File: config.mk
export PLATFORM = sky130hd
export DESIGN_NAME = midi_note_router_with_sustain
export DESIGN_NICKNAME = d
export VERILOG_FILES = /design/src/rtl/mnrs_pkg.sv /design/src/rtl/mnrs_cfg.sv /design/src/rtl/mnrs_core.sv /design/src/rtl/mnrs_fifo.sv /design/src/rtl/midi_note_router_with_sustain.sv
export SDC_FILE = /design/constraint.sdc
export NUM_CORES = 2
export LEC_CHECK = 0
export BUFFER_PORTS_ARGS = -buffer_cell sky130_fd_sc_hd__buf_4
export CAP_MARGIN = 20
export CORE_MARGIN = 1.5
export CORE_UTILIZATION = 50
export DETAILED_ROUTE_END_ITERATION = 8
export GPL_TIMING_DRIVEN = 0
export PLACE_DENSITY = 0.7
export SYNTH_ARGS = -nofsm -noshare
export SYNTH_HDL_FRONTEND = slang
export SYNTH_SLANG_ARGS = --single-unit
File: constraint.sdc
create_clock -name clk -period 4.5 [get_ports clk]
set_input_delay 0.225 -clock clk [delete_from_list [all_inputs] [get_ports clk]]
set_output_delay 0.225 -clock clk [all_outputs]
set_load 0.005 [all_outputs]
File: src/rtl/mnrs_pkg.sv
// Shared types and constants for the MIDI note router with sustain tracking.
`default_nettype none

package mnrs_pkg;

    localparam int NOTE_COUNT  = 128;
    localparam int GROUP_WIDTH = 64;
    localparam int GROUPS      = NOTE_COUNT / GROUP_WIDTH;

    localparam logic [13:0] WHEEL_CENTER = 14'd8192;

    localparam logic [6:0] CC_MOD       = 7'd1;
    localparam logic [6:0] CC_SUSTAIN   = 7'd64;
    localparam logic [6:0] CC_SOUND_OFF = 7'd120;
    localparam logic [6:0] CC_NOTES_OFF = 7'd123;

    // Result queue sizing: one input message makes at most three results.
    localparam int MAX_RESULTS = 3;
    localparam int RES_DEPTH   = 4;
    localparam int PTR_W       = $clog2(RES_DEPTH);
    localparam int CNT_W       = $clog2(RES_DEPTH + 1);
    localparam int NUM_W       = $clog2(MAX_RESULTS + 1);

    typedef enum logic [2:0] {
        MODE_NOTE_ON,
        MODE_NOTE_OFF,
        MODE_WHEEL,
        MODE_CONTROL,
        MODE_OTHER,
        MODE_CLEAR,
        MODE_PANIC
    } mode_t;

    typedef enum logic [2:0] {
        EV_NOTE_ON,
        EV_NOTE_OFF,
        EV_BEND,
        EV_MOD,
        EV_ALL_OFF,
        EV_RELEASE
    } event_kind_t;

    typedef enum logic [2:0] {
        REG_TARGET_CHANNEL,
        REG_CHANNEL_FILTER,
        REG_TRANSPOSE,
        REG_BEND_RANGE,
        REG_SUSTAIN_THRESHOLD
    } reg_index_t;

    typedef struct packed {
        logic [3:0]        target_channel;
        logic [4:0]        channel_filter;
        logic signed [6:0] transpose;
        logic [5:0]        bend_range;
        logic [6:0]        sustain_threshold;
    } cfg_t;

    typedef struct packed {
        mode_t       mode;
        logic [4:0]  midi_channel;
        logic [6:0]  data_number;
        logic [6:0]  data_value;
        logic [13:0] wheel_value;
    } msg_t;

    typedef struct packed {
        event_kind_t        event_kind;
        logic [3:0]         out_channel;
        logic [6:0]         note_pitch;
        logic [6:0]         note_velocity;
        logic [4:0]         source_channel;
        logic signed [19:0] bend_amount;
        logic [6:0]         modulation_amount;
        logic               group_index;
        logic [63:0]        release_mask;
        logic [31:0]        activity_count;
        logic               last_of_run;
    } result_t;

    typedef struct packed {
        logic [NUM_W-1:0]                count;
        result_t [MAX_RESULTS-1:0]       items;
    } push_t;

endpackage

`default_nettype wire

File: src/rtl/mnrs_cfg.sv
// APB configuration register file for the MIDI note router.
`default_nettype none

module mnrs_cfg
(
    input  wire logic          clk,
    input  wire logic          rst_n,
    input  wire logic          psel,
    input  wire logic          penable,
    input  wire logic          pwrite,
    input  wire logic [4:0]    paddr,
    input  wire logic [31:0]   pwdata,
    output logic [31:0]        prdata,
    output logic               pready,
    output mnrs_pkg::cfg_t     cfg
);

    mnrs_pkg::cfg_t     cfg_reg;
    mnrs_pkg::cfg_t     cfg_next;
    logic               wr_en;
    logic [2:0]         reg_idx;

    assign pready  = 1'b1;
    assign wr_en   = psel && penable && pwrite && pready;
    assign reg_idx = paddr[4:2];
    assign cfg     = cfg_reg;

    always_comb
    begin
        cfg_next = cfg_reg;
        if (wr_en)
        begin
            unique case (reg_idx)
                mnrs_pkg::REG_TARGET_CHANNEL:    cfg_next.target_channel    = pwdata[3:0];
                mnrs_pkg::REG_CHANNEL_FILTER:    cfg_next.channel_filter    = pwdata[4:0];
                mnrs_pkg::REG_TRANSPOSE:         cfg_next.transpose         = pwdata[6:0];
                mnrs_pkg::REG_BEND_RANGE:        cfg_next.bend_range        = pwdata[5:0];
                mnrs_pkg::REG_SUSTAIN_THRESHOLD: cfg_next.sustain_threshold = pwdata[6:0];
                default:                         cfg_next = cfg_reg;
            endcase
        end
    end

    always_comb
    begin
        unique case (reg_idx)
            mnrs_pkg::REG_TARGET_CHANNEL:    prdata = {28'd0, cfg_reg.target_channel};
            mnrs_pkg::REG_CHANNEL_FILTER:    prdata = {27'd0, cfg_reg.channel_filter};
            mnrs_pkg::REG_TRANSPOSE:         prdata = {25'd0, cfg_reg.transpose};
            mnrs_pkg::REG_BEND_RANGE:        prdata = {26'd0, cfg_reg.bend_range};
            mnrs_pkg::REG_SUSTAIN_THRESHOLD: prdata = {25'd0, cfg_reg.sustain_threshold};
            default:                         prdata = 32'd0;
        endcase
    end

    always_ff @(posedge clk or negedge rst_n)
    begin
        if (!rst_n)
        begin
            cfg_reg.target_channel    <= 4'd0;
            cfg_reg.channel_filter    <= 5'd0;
            cfg_reg.transpose         <= 7'sd0;
            cfg_reg.bend_range        <= 6'd2;
            cfg_reg.sustain_threshold <= 7'd64;
        end
        else
        begin
            cfg_reg <= cfg_next;
        end
    end

endmodule

`default_nettype wire

File: src/rtl/mnrs_core.sv
// Message decode, key bookkeeping and result generation: one request per cycle while room is set.
`default_nettype none

module mnrs_core
(
    input  wire logic           clk,
    input  wire logic           rst_n,
    input  wire mnrs_pkg::cfg_t cfg,
    input  wire logic           msg_valid,
    input  wire mnrs_pkg::msg_t msg,
    input  wire logic           room,
    output logic                take,
    output mnrs_pkg::push_t     push
);

    localparam int GW = mnrs_pkg::GROUP_WIDTH;

    logic [mnrs_pkg::GROUPS-1:0][GW-1:0] sounding_reg;
    logic [mnrs_pkg::GROUPS-1:0][GW-1:0] sounding_next;
    logic [mnrs_pkg::GROUPS-1:0][GW-1:0] held_reg;
    logic [mnrs_pkg::GROUPS-1:0][GW-1:0] held_next;
    logic                                pedal_reg;
    logic                                pedal_next;
    logic [31:0]                         act_reg;
    logic [31:0]                         act_next;

    logic                                filter_ok;
    logic [8:0]                          pitch9;
    logic                                in_range;
    logic [mnrs_pkg::NOTE_COUNT-1:0]     note_bit;
    logic signed [14:0]                  wheel_diff;
    logic signed [20:0]                  bend_prod;
    logic                                counted;
    logic                                pedal_req;
    logic [mnrs_pkg::NUM_W-1:0]          num;
    mnrs_pkg::result_t                   base;
    mnrs_pkg::result_t [mnrs_pkg::MAX_RESULTS-1:0] items;

    assign filter_ok = (cfg.channel_filter == 5'd0) || (msg.midi_channel == cfg.channel_filter);

    // Nine-bit sum: the top two bits are zero exactly when the note stays in 0..127.
    assign pitch9   = {2'b00, msg.data_number} + {{2{cfg.transpose[6]}}, cfg.transpose};
    assign in_range = (pitch9[8:7] == 2'b00);
    assign note_bit = {{(mnrs_pkg::NOTE_COUNT-1){1'b0}}, 1'b1} << pitch9[6:0];

    assign wheel_diff = $signed({1'b0, msg.wheel_value}) - $signed({1'b0, mnrs_pkg::WHEEL_CENTER});
    assign bend_prod  = wheel_diff * $signed({1'b0, cfg.bend_range});

    assign pedal_req = (msg.data_value >= cfg.sustain_threshold);

    always_comb
    begin
        sounding_next = sounding_reg;
        held_next     = held_reg;
        pedal_next    = pedal_reg;
        counted       = 1'b0;
        num           = '0;

        base             = '0;
        base.out_channel = cfg.target_channel;
        items            = {mnrs_pkg::MAX_RESULTS{base}};

        unique case (msg.mode) inside
            mnrs_pkg::MODE_CLEAR, mnrs_pkg::MODE_PANIC:
            begin
                if (msg.mode == mnrs_pkg::MODE_PANIC)
                begin
                    items[0].event_kind = mnrs_pkg::EV_ALL_OFF;
                    items[1].event_kind = mnrs_pkg::EV_BEND;
                    items[2].event_kind = mnrs_pkg::EV_MOD;
                    num = 2'd3;
                end
                else
                begin
                    items[0].event_kind = mnrs_pkg::EV_BEND;
                    items[1].event_kind = mnrs_pkg::EV_MOD;
                    num = 2'd2;
                end
                sounding_next = '0;
                held_next     = '0;
                pedal_next    = 1'b0;
            end
            mnrs_pkg::MODE_NOTE_ON, mnrs_pkg::MODE_NOTE_OFF:
            begin
                if (filter_ok && in_range)
                begin
                    counted = 1'b1;
                    if (msg.mode == mnrs_pkg::MODE_NOTE_ON && msg.data_value != 7'd0)
                    begin
                        held_next     = held_reg & ~note_bit;
                        sounding_next = sounding_reg | note_bit;
                        items[0].event_kind     = mnrs_pkg::EV_NOTE_ON;
                        items[0].note_pitch     = pitch9[6:0];
                        items[0].note_velocity  = msg.data_value;
                        items[0].source_channel = msg.midi_channel;
                        num = 2'd1;
                    end
                    else if (pedal_reg)
                    begin
                        // The pedal defers the note-off; only a sounding key is held.
                        held_next = held_reg | (sounding_reg & note_bit);
                    end
                    else
                    begin
                        sounding_next = sounding_reg & ~note_bit;
                        items[0].event_kind     = mnrs_pkg::EV_NOTE_OFF;
                        items[0].note_pitch     = pitch9[6:0];
                        items[0].source_channel = msg.midi_channel;
                        num = 2'd1;
                    end
                end
            end
            mnrs_pkg::MODE_WHEEL:
            begin
                if (filter_ok)
                begin
                    counted = 1'b1;
                    items[0].event_kind  = mnrs_pkg::EV_BEND;
                    items[0].bend_amount = bend_prod[19:0];
                    num = 2'd1;
                end
            end
            mnrs_pkg::MODE_CONTROL:
            begin
                if (filter_ok)
                begin
                    counted = 1'b1;
                    if (msg.data_number == mnrs_pkg::CC_MOD)
                    begin
                        items[0].event_kind        = mnrs_pkg::EV_MOD;
                        items[0].modulation_amount = msg.data_value;
                        num = 2'd1;
                    end
                    else if (msg.data_number == mnrs_pkg::CC_SUSTAIN)
                    begin
                        pedal_next = pedal_req;
                        if (pedal_reg && !pedal_req)
                        begin
                            // Pedal lift: release each half that has held keys, low half first.
                            sounding_next = sounding_reg & ~held_reg;
                            held_next     = '0;
                            if (held_reg[0] != '0)
                            begin
                                items[0].event_kind   = mnrs_pkg::EV_RELEASE;
                                items[0].group_index  = 1'b0;
                                items[0].release_mask = held_reg[0];
                                if (held_reg[1] != '0)
                                begin
                                    items[1].event_kind   = mnrs_pkg::EV_RELEASE;
                                    items[1].group_index  = 1'b1;
                                    items[1].release_mask = held_reg[1];
                                    num = 2'd2;
                                end
                                else
                                begin
                                    num = 2'd1;
                                end
                            end
                            else if (held_reg[1] != '0)
                            begin
                                items[0].event_kind   = mnrs_pkg::EV_RELEASE;
                                items[0].group_index  = 1'b1;
                                items[0].release_mask = held_reg[1];
                                num = 2'd1;
                            end
                        end
                    end
                    else if (msg.data_number == mnrs_pkg::CC_SOUND_OFF ||
                             msg.data_number == mnrs_pkg::CC_NOTES_OFF)
                    begin
                        items[0].event_kind = mnrs_pkg::EV_ALL_OFF;
                        items[1].event_kind = mnrs_pkg::EV_BEND;
                        items[2].event_kind = mnrs_pkg::EV_MOD;
                        num = 2'd3;
                        sounding_next = '0;
                        held_next     = '0;
                        pedal_next    = 1'b0;
                    end
                end
            end
            default:
            begin
                num = '0;
            end
        endcase

        act_next = counted ? act_reg + 32'd1 : act_reg;

        for (int i = 0; i < mnrs_pkg::MAX_RESULTS; i++)
        begin
            items[i].activity_count = act_next;
            items[i].last_of_run    = (mnrs_pkg::NUM_W'(i + 1) == num);
        end
    end

    assign take       = msg_valid && room;
    assign push.count = take ? num : '0;
    assign push.items = items;

    always_ff @(posedge clk or negedge rst_n)
    begin
        if (!rst_n)
        begin
            sounding_reg <= '0;
            held_reg     <= '0;
            pedal_reg    <= 1'b0;
            act_reg      <= 32'd0;
        end
        else if (take)
        begin
            sounding_reg <= sounding_next;
            held_reg     <= held_next;
            pedal_reg    <= pedal_next;
            act_reg      <= act_next;
        end
    end

`ifndef SYNTH
    a_held_needs_pedal: assert property (@(posedge clk) disable iff (!rst_n)
        !pedal_reg |-> (held_reg == '0))
        else $error("held keys present while the pedal is up");

    a_held_subset_sounding: assert property (@(posedge clk) disable iff (!rst_n)
        (held_reg & ~sounding_reg) == '0)
        else $error("a held key is not sounding");

    a_activity_step: assert property (@(posedge clk) disable iff (!rst_n)
        1'b1 |=> (act_reg == $past(act_reg) || act_reg == $past(act_reg) + 32'd1))
        else $error("activity counter moved by more than one");
`endif

endmodule

`default_nettype wire

File: src/rtl/mnrs_fifo.sv
// Small result queue: takes up to three results per cycle, gives one on out_ready.
`default_nettype none

module mnrs_fifo
(
    input  wire logic            clk,
    input  wire logic            rst_n,
    input  wire mnrs_pkg::push_t push,
    output logic                 room,
    output logic                 out_valid,
    input  wire logic            out_ready,
    output mnrs_pkg::result_t    head
);

    localparam int PW = mnrs_pkg::PTR_W;
    localparam int CW = mnrs_pkg::CNT_W;

    mnrs_pkg::result_t  mem_reg [mnrs_pkg::RES_DEPTH];
    logic [PW-1:0]      rd_ptr_reg;
    logic [PW-1:0]      rd_ptr_next;
    logic [PW-1:0]      wr_ptr_reg;
    logic [PW-1:0]      wr_ptr_next;
    logic [CW-1:0]      cnt_reg;
    logic [CW-1:0]      cnt_next;
    logic               pop;

    // Room is judged on the stored count only, so a full burst of three always fits.
    assign room      = (cnt_reg <= CW'(mnrs_pkg::RES_DEPTH - mnrs_pkg::MAX_RESULTS));
    assign out_valid = (cnt_reg != '0);
    assign pop       = out_valid && out_ready;
    assign head      = mem_reg[rd_ptr_reg];

    assign rd_ptr_next = rd_ptr_reg + PW'(pop);
    assign wr_ptr_next = wr_ptr_reg + PW'(push.count);
    assign cnt_next    = cnt_reg + CW'(push.count) - CW'(pop);

    always_ff @(posedge clk)
    begin
        for (int i = 0; i < mnrs_pkg::MAX_RESULTS; i++)
        begin
            if (mnrs_pkg::NUM_W'(i) < push.count)
            begin
                mem_reg[wr_ptr_reg + PW'(i)] <= push.items[i];
            end
        end
    end

    always_ff @(posedge clk or negedge rst_n)
    begin
        if (!rst_n)
        begin
            rd_ptr_reg <= '0;
            wr_ptr_reg <= '0;
            cnt_reg    <= '0;
        end
        else
        begin
            rd_ptr_reg <= rd_ptr_next;
            wr_ptr_reg <= wr_ptr_next;
            cnt_reg    <= cnt_next;
        end
    end

`ifndef SYNTH
    a_count_bound: assert property (@(posedge clk) disable iff (!rst_n)
        cnt_reg <= CW'(mnrs_pkg::RES_DEPTH))
        else $error("result queue count beyond its depth");

    a_no_overflow: assert property (@(posedge clk) disable iff (!rst_n)
        (push.count != '0) |-> (({1'b0, cnt_reg} + (CW + 1)'(push.count))
                                <= (CW + 1)'(mnrs_pkg::RES_DEPTH)))
        else $error("burst of results overflows the queue");

    a_count_track: assert property (@(posedge clk) disable iff (!rst_n)
        1'b1 |=> (cnt_reg == $past(cnt_reg) + CW'($past(push.count)) - CW'($past(pop))))
        else $error("queue count does not follow pushes and pops");
`endif

endmodule

`default_nettype wire

File: src/rtl/midi_note_router_with_sustain.sv
// Top level of the MIDI note router with sustain pedal tracking.
// Each request passes through the input register and the result queue to the output.
// Throughput: one request per cycle while each makes at most one result and the
// output is ready; results leave the queue one at a time, and a new request enters
// the core only while the four-entry result queue holds at most one result.
// Reset: asynchronous, active low; clears configuration to defaults, the key bitmaps,
// the pedal, the activity counter and the result queue.
`default_nettype none

module midi_note_router_with_sustain
(
    input  wire logic          clk,
    input  wire logic          rst_n,
    // APB configuration port
    input  wire logic          psel,
    input  wire logic          penable,
    input  wire logic          pwrite,
    input  wire logic [4:0]    paddr,
    input  wire logic [31:0]   pwdata,
    output logic [31:0]        prdata,
    output logic               pready,
    // Message input
    input  wire logic          s_tvalid,
    output logic               s_tready,
    // midi_channel[4:0], data_number[11:5], data_value[18:12], wheel_value[32:19]
    input  wire logic [39:0]   s_tdata,
    // mode[2:0]
    input  wire logic [2:0]    s_tuser,
    // Event output
    output logic               m_tvalid,
    input  wire logic          m_tready,
    // out_channel[3:0], note_pitch[10:4], note_velocity[17:11], source_channel[22:18],
    // bend_amount[42:23], modulation_amount[49:43], group_index[50],
    // release_mask[114:51], activity_count[146:115]
    output logic [151:0]       m_tdata,
    // event_kind[2:0]
    output logic [2:0]         m_tuser,
    output logic               m_tlast
);

    mnrs_pkg::cfg_t     cfg;
    mnrs_pkg::msg_t     msg_reg;
    logic               in_valid_reg;
    logic               in_valid_next;
    logic               take;
    logic               room;
    mnrs_pkg::push_t    push;
    mnrs_pkg::result_t  head;

    mnrs_cfg u_cfg
    (
        .clk     (clk),
        .rst_n   (rst_n),
        .psel    (psel),
        .penable (penable),
        .pwrite  (pwrite),
        .paddr   (paddr),
        .pwdata  (pwdata),
        .prdata  (prdata),
        .pready  (pready),
        .cfg     (cfg)
    );

    // Input register refills in the same cycle the core takes its request.
    assign s_tready      = !in_valid_reg || take;
    assign in_valid_next = s_tready ? s_tvalid : in_valid_reg;

    always_ff @(posedge clk or negedge rst_n)
    begin
        if (!rst_n)
        begin
            in_valid_reg <= 1'b0;
        end
        else
        begin
            in_valid_reg <= in_valid_next;
        end
    end

    always_ff @(posedge clk)
    begin
        if (s_tvalid && s_tready)
        begin
            msg_reg.mode         <= mnrs_pkg::mode_t'(s_tuser);
            msg_reg.midi_channel <= s_tdata[4:0];
            msg_reg.data_number  <= s_tdata[11:5];
            msg_reg.data_value   <= s_tdata[18:12];
            msg_reg.wheel_value  <= s_tdata[32:19];
        end
    end

    mnrs_core u_core
    (
        .clk       (clk),
        .rst_n     (rst_n),
        .cfg       (cfg),
        .msg_valid (in_valid_reg),
        .msg       (msg_reg),
        .room      (room),
        .take      (take),
        .push      (push)
    );

    mnrs_fifo u_fifo
    (
        .clk       (clk),
        .rst_n     (rst_n),
        .push      (push),
        .room      (room),
        .out_valid (m_tvalid),
        .out_ready (m_tready),
        .head      (head)
    );

    assign m_tdata = {5'd0,
                      head.activity_count,
                      head.release_mask,
                      head.group_index,
                      head.modulation_amount,
                      head.bend_amount,
                      head.source_channel,
                      head.note_velocity,
                      head.note_pitch,
                      head.out_channel};
    assign m_tuser = head.event_kind;
    assign m_tlast = head.last_of_run;

endmodule

`default_nettype wire
* Yosys cells after proc, flatten, opt, wreduce, memory -nomap -nowiden *
Memories as Yosys holds them, arrays and structs flattened.
Index checks and enable logic that the tools add are counted.
W data, S select, Z words.

word-level totals
  bits in registers = 362
  bits in writable memories = 604
  bits of input ports = 87
  memories kept = 1
  output and inout port bits = 191
  logic and storage cells = 201

cells by class
  reductions and logical operators = 34
  shifts and indexed selects = 1
  $lt $le $gt $ge = 5
  multipliers = 1
  bitwise operators = 8
  multiplexer cells = 98
  add/sub/neg operators = 9
  equality and inequality tests = 24

memories
  name            depth  bits a word  read ports  clocked after Yosys merged registers in  write ports  RTL line         text
  u_fifo.mem_reg  4      151          1           0                                        3            mnrs_fifo.sv:18  mnrs_pkg::result_t mem_reg [mnrs_pkg::RES_DEPTH];

operator list
  operator                  number
  $mux W128                 15
  $pmux W128 S3             2
  $mux W65                  11
  $and A128 B128 Y128       4
  $not A128 Y128            2
  $or A128 B128 Y128        2
  $mux W72                  2
  $reduce_bool A64 Y1       2
  $shl A1 B7 Y128 const A   1
  $mux W3                   18
  $mux W20                  2
  $mux W19                  2
  $pmux W7 S5               1
  $add A32 B1 Y32 const B   1
  $mux W32                  1
  $mux W7                   4
  $mux W2                   13
  $eq A7 B7 Y1 const B      3
  $mul A15 B7 Y20           1
  $mux W1                   19
  $reduce_and A8 Y1         2
  $sub A14 B14 Y15 const B  1
  $eq A3 B2 Y1 const B      4
  $pmux W3 S2               2
  other kinds (37)          65

* Longest topological paths before layout *
  depth in word-level cells = 12
  mapped depth = 20

* By module *
From an unflattened synthesis, not the netlist that was laid out.

unflattened totals
  cell total of the unflattened synthesis = 6341
  area, all modules = 59070.4 sq um

modules (own cells, without submodules)
  module                         area an instance (sq um)  times used  cells an instance
  mnrs_fifo                      34107.7                   1           3525
  mnrs_core                      22166.3                   1           2641
  mnrs_cfg                       1620.3                    1           129
  midi_note_router_with_sustain  1176.1                    1           46

* Least setup slack after synthesis *
No wires, ideal clock.

  path type = reg-to-reg
  start = reg u_cfg.cfg_reg, in the netlist u_cfg.cfg[9]
  end = mem u_fifo.mem_reg[3][123] (netlist name)
  arrival time = 4.790 ns
  stages on the path, launching flop included = 21
  path buffers = 1
  period minus slack after synthesis = 4.915 ns
  path slack = -0.415 ns
  cells stage by stage = dfrtp_1 > clkbuf_1 > and2_1 > fa_1 > inv_1 > fa_1 > inv_1 > fa_1 > inv_1 > fa_1 > inv_1 > ha_1 > o21ai_0 > a21oi_1 > or4_1 > a41o_1 > o41ai_1 > o21ai_0 > xor2_1 > nand2_1 > o2bb2ai_1

RTL lines
  item                      RTL line         text
  start: declaration        mnrs_cfg.sv:18   mnrs_pkg::cfg_t cfg_reg;
  start signal: assignment  mnrs_cfg.sv:68   cfg_reg <= cfg_next;
  end: declaration          mnrs_fifo.sv:18

==> impl_metrics.json <==
{
  "cp.arrival_ns": 5.71,
  "drive_gt1_share_pct": 17.0,
  "yosys_register_bits": 966,
  "grtUsageTotal_pct": 37.9,
  "cp_slowest_cell": "fa_1",
  "status": "finished with violations",
  "worstSetupPathType": "flop to flop",
  "synth_compound_area_share_pct": 19.2,
  "min_path_type": "primary input to async pin",
  "wl_per_cell_um": 28.2,
  "failed_checks": "setup timing",
  "hold_viol_final": 0,
  "vdd_drop_max_mv": 0.359,
  "maxSlewHeadroom_pct": 8.63,
  "cpPeakStageDelay_ns": 0.55,
  "synth_edf_count": 192,
  "grt_overflow": 0,
  "io_pins": 278,
  "grt_max_degree": 112,
  "critPathTopFamily": "adder cells",
  "antenna_found_initial": 11,
  "p_per_area_nw_per_um2": 560,
  "fin_hold_ws_ns": 0.0371,
  "final.setup.worst_slack_ns": -0.574,
  "synth.distinct_cells": 80,
  "drc": 0,
  "start_kind": "flop",
  "final_cells": 6818,
  "syn_area_per_cell_um2": 9.82,
  "ys.flop_type": "dfxtp_1",
  "crit_path_frequent_cell": "fa_1",
  "core_um2": 96600,
  "top_layer": "met5",
  "timing.critical_path.cells": "buf_8 > and2_4 > fa_1 > inv_2 > fa_1 > inv_1 > fa_1 > inv_1 > fa_1 > inv_2 > ha_4 > o21ai_2 > a21oi_2 > or4_4 > a41o_1 > o41ai_4 > o21ai_2 > xor2_2 > nand2_2 > o2bb2ai_2",
  "required_ns": 5.14,
  "area_delta_synth_final_pct": 19.1,
  "num_rows": 114,
  "place_congestion": 1.06,
  "synth.area.mux_share_pct": 10.4,
  "grt_pass1_vias": 42800,
  "wl_met2_mm": 79.9,
  "cts-root-buf": "clkbuf_16",
  "grt_pass1_wl_mm": 279,
  "dpl_cell_area_um2": 52300,
  "fin_crit_ns": 5.07,
  "synth_fa_ha_area_share_pct": 4.04,
  "dp_hpwl_mm": 133,
  "finalCritPeriodShare_pct": 113,
  "drt-initial-drc-count": 6729,
  "path_max_fanout": 4,
  "cts_tree": "done",
  "ant_nets": 0,
  "finish.utilization_pct": 60.1,
  "vias": 45200,
  "synth-async-reset-ratio_pct": 33.7,
  "slew_viol_final": 0,
  "wl_met3_mm": 28.1,
  "dpl.cell_count": 6488,
  "drt_wl_total_mm": 193,
  "cts_buffer_depth": 3,
  "firstDrtPassIters": 8,
  "clk_pin_slew_ns": 0.06,
  "synth_top_family_by_area": "compound AO/OA/AOI/OAI gates",
  "power.leakage_nw": 22.5,
  "rsz0062_at_grt": "true",
  "synthSimpleGateAreaFrac_pct": 13.1,
  "fmaxAchievable_mhz": 197,
  "clock_latency_ns": 0.72,
  "cts_made_buffers": 103,
  "path_buf_inv": 5,
  "synth-xor-area-share_pct": 1.82,
  "syn_inst": 4959,
  "finClkSkew_ns": 0.0224,
  "end_kind": "flop",
  "largest_register_ffs": 604,
  "io_buffer_count": 211,
  "vias_per_cell": 6.63,
  "initial_core_util_pct": 50.4,
  "synth_area_um2": 48700,
  "final_area_um2": 58000,
  "wl_met1_mm": 69.9,
  "fin_nets": 5658,
  "finalSetupViolCount": 211,
  "die_x_um": 315,
  "clock_sinks": 966,
  "cap_violations": 0,
  "h-tree-depth": 3,
  "die-area_um2": 99300,
  "synth-seq-area-share_pct": 47.0,
  "tightest_slew_ns": 1.37,
  "die_y_um": 315,
  "ys_warn_count": 0
}
## power breakdown
part | switching (mW) | leakage [nW] | total, mW | internal [mW]
combinational | 7.72 | 10.9 | 12.8 | 5.10
sequential | 0.692 | 9.89 | 10.8 | 10.1
clock | 3.87 | 1.72 | 8.92 | 5.05
total | 12.3 | 22.5 | 32.5 | 20.2
## metrics by stage
step | power [mW] | worst slack, ns | setup TNS (ns)
after detailed placement | 22.0 | -2.33 | -623.54
after floorplan | 17.6 | -0.252 | -3.20
after CTS | 31.5 | -0.452 | -7.38
after global routing | 33.6 | -0.700 | -16.34
final | 32.5 | -0.574 | -15.93
after global placement | 21.8 | -2.42 | -790.19
## worst paths after layout
check / start / end / slack, ns / cells past startpoint
worst max-delay path: u_cfg.cfg[8]$_DFFE_PN1P_ / u_fifo.mem_reg[0][123]$_SDFFE_PP0P_ / -0.57 / 20
worst min register to register: u_fifo.mem_reg[2][137]$_SDFFE_PP0P_ / u_fifo.mem_reg[2][137]$_SDFFE_PP0P_ / 0.45 / 2
min in group clk: paddr[3] / u_cfg.cfg[14]$_DFFE_PN0P_ / 0.11 / 5
worst min-delay path: rst_n / u_core.sounding_reg[107]$_DFFE_PN0P_ / 0.04 / 2
max in group asynchronous: rst_n / u_core.sounding_reg[116]$_DFFE_PN0P_ / 3.19 / 4
worst max register to register: u_cfg.cfg[8]$_DFFE_PN1P_ / u_fifo.mem_reg[0][123]$_SDFFE_PP0P_ / -0.57 / 20
## logic make-up (layout without fill, tap and decap cells)
kind of cell | after synthesis | after routing
adder cells (fa/ha/maj) | 122 | 122
flip-flops | 966 | 966
AND/OR/NAND/NOR | 1492 | 1492
other | 2 | 35
XOR/XNOR | 101 | 101
multiplexers | 314 | 314
AO/OA/AOI/OAI | 1433 | 1434
buffers and inverters | 529 | 1078
## area by class of cell
type | count | area (um2)
fill | 8110 | 38500
multi-input combinational | 3494 | 24600
sequential | 966 | 22900
timing repair buffer | 353 | 3000
clock buffer | 133 | 2860
buffer | 414 | 1900
tap | 1276 | 1600
clock inverter | 61 | 653
inverter | 111 | 427
timing repair inverter | 6 | 45.0
antenna | 4 | 10.0
## per-layer routing
metal | track usage, % | vias to the layer above
met3 | 15.5 | 857
met5 | 0.532 | -
met2 | 53.3 | 3420
li1 | - | 19000
met4 | 23.4 | 22
met1 | 48.5 | 21900
## cell usage in the layout (no fill, tap or decap), types with 57 or more instances in the layout
master	count
a21oi_1	381
a221o_1	114
a22o_1	65
a32o_1	64
and2_1	87
buf_4	311
clkbuf_1	270
clkbuf_16	107
dfrtp_1	318
dfxtp_1	448
edfxtp_1	192
fa_1	57
inv_1	98
mux2i_1	137
mux4_2	151
nand2_1	659
nand3_1	88
nor2_1	439
o21ai_0	377
o22ai_1	88
o31ai_1	67
xnor2_1	63
## what timing repair did
action / CTS / global route
pin swaps: 37 / 27
gates cloned: 9 / 1
endpoints found under the hold margin: 298 / 0
hold buffers: 48 / 0
endpoints found under the setup margin: 758 / 914
gates resized for setup: 123 / 187
buffers inserted: 48 / 19
## Yosys cell counts (all sizes together), types with 9 or more instances
cell type | count | area share [%]
ha | 63 | 1.6
o31ai | 69 | 1.1
a22o | 65 | 1.2
inv | 110 | 0.85
fa | 59 | 2.4
o221ai | 19 | 0.34
dfxtp | 448 | 18
nand3 | 91 | 0.94
nor4 | 39 | 0.50
nor3 | 50 | 0.52
nand4 | 16 | 0.21
clkbuf | 314 | 2.4
a21oi | 390 | 4.0
mux2 | 26 | 0.60
a21o | 50 | 0.77
o21ai | 392 | 4.0
a211oi | 34 | 0.53
or3 | 9 | 0.12
mux2i | 137 | 2.8
a221o | 114 | 2.3
a22oi | 9 | 0.14
a2bb2oi | 11 | 0.20
buf | 104 | 1.1
and3 | 19 | 0.24
dfrtp | 324 | 17
nor2b | 11 | 0.14
nor2 | 455 | 3.5
o21a | 9 | 0.14
xnor2 | 69 | 1.2
o22ai | 100 | 1.3
nand2b | 17 | 0.22
nand2 | 667 | 5.1
o211ai | 53 | 0.82
a32o | 64 | 1.3
a221oi | 9 | 0.16
mux4 | 151 | 7.0
edfxtp | 192 | 12
xor2 | 32 | 0.58
and2 | 96 | 1.2
Power figures use the tool's default switching activity.
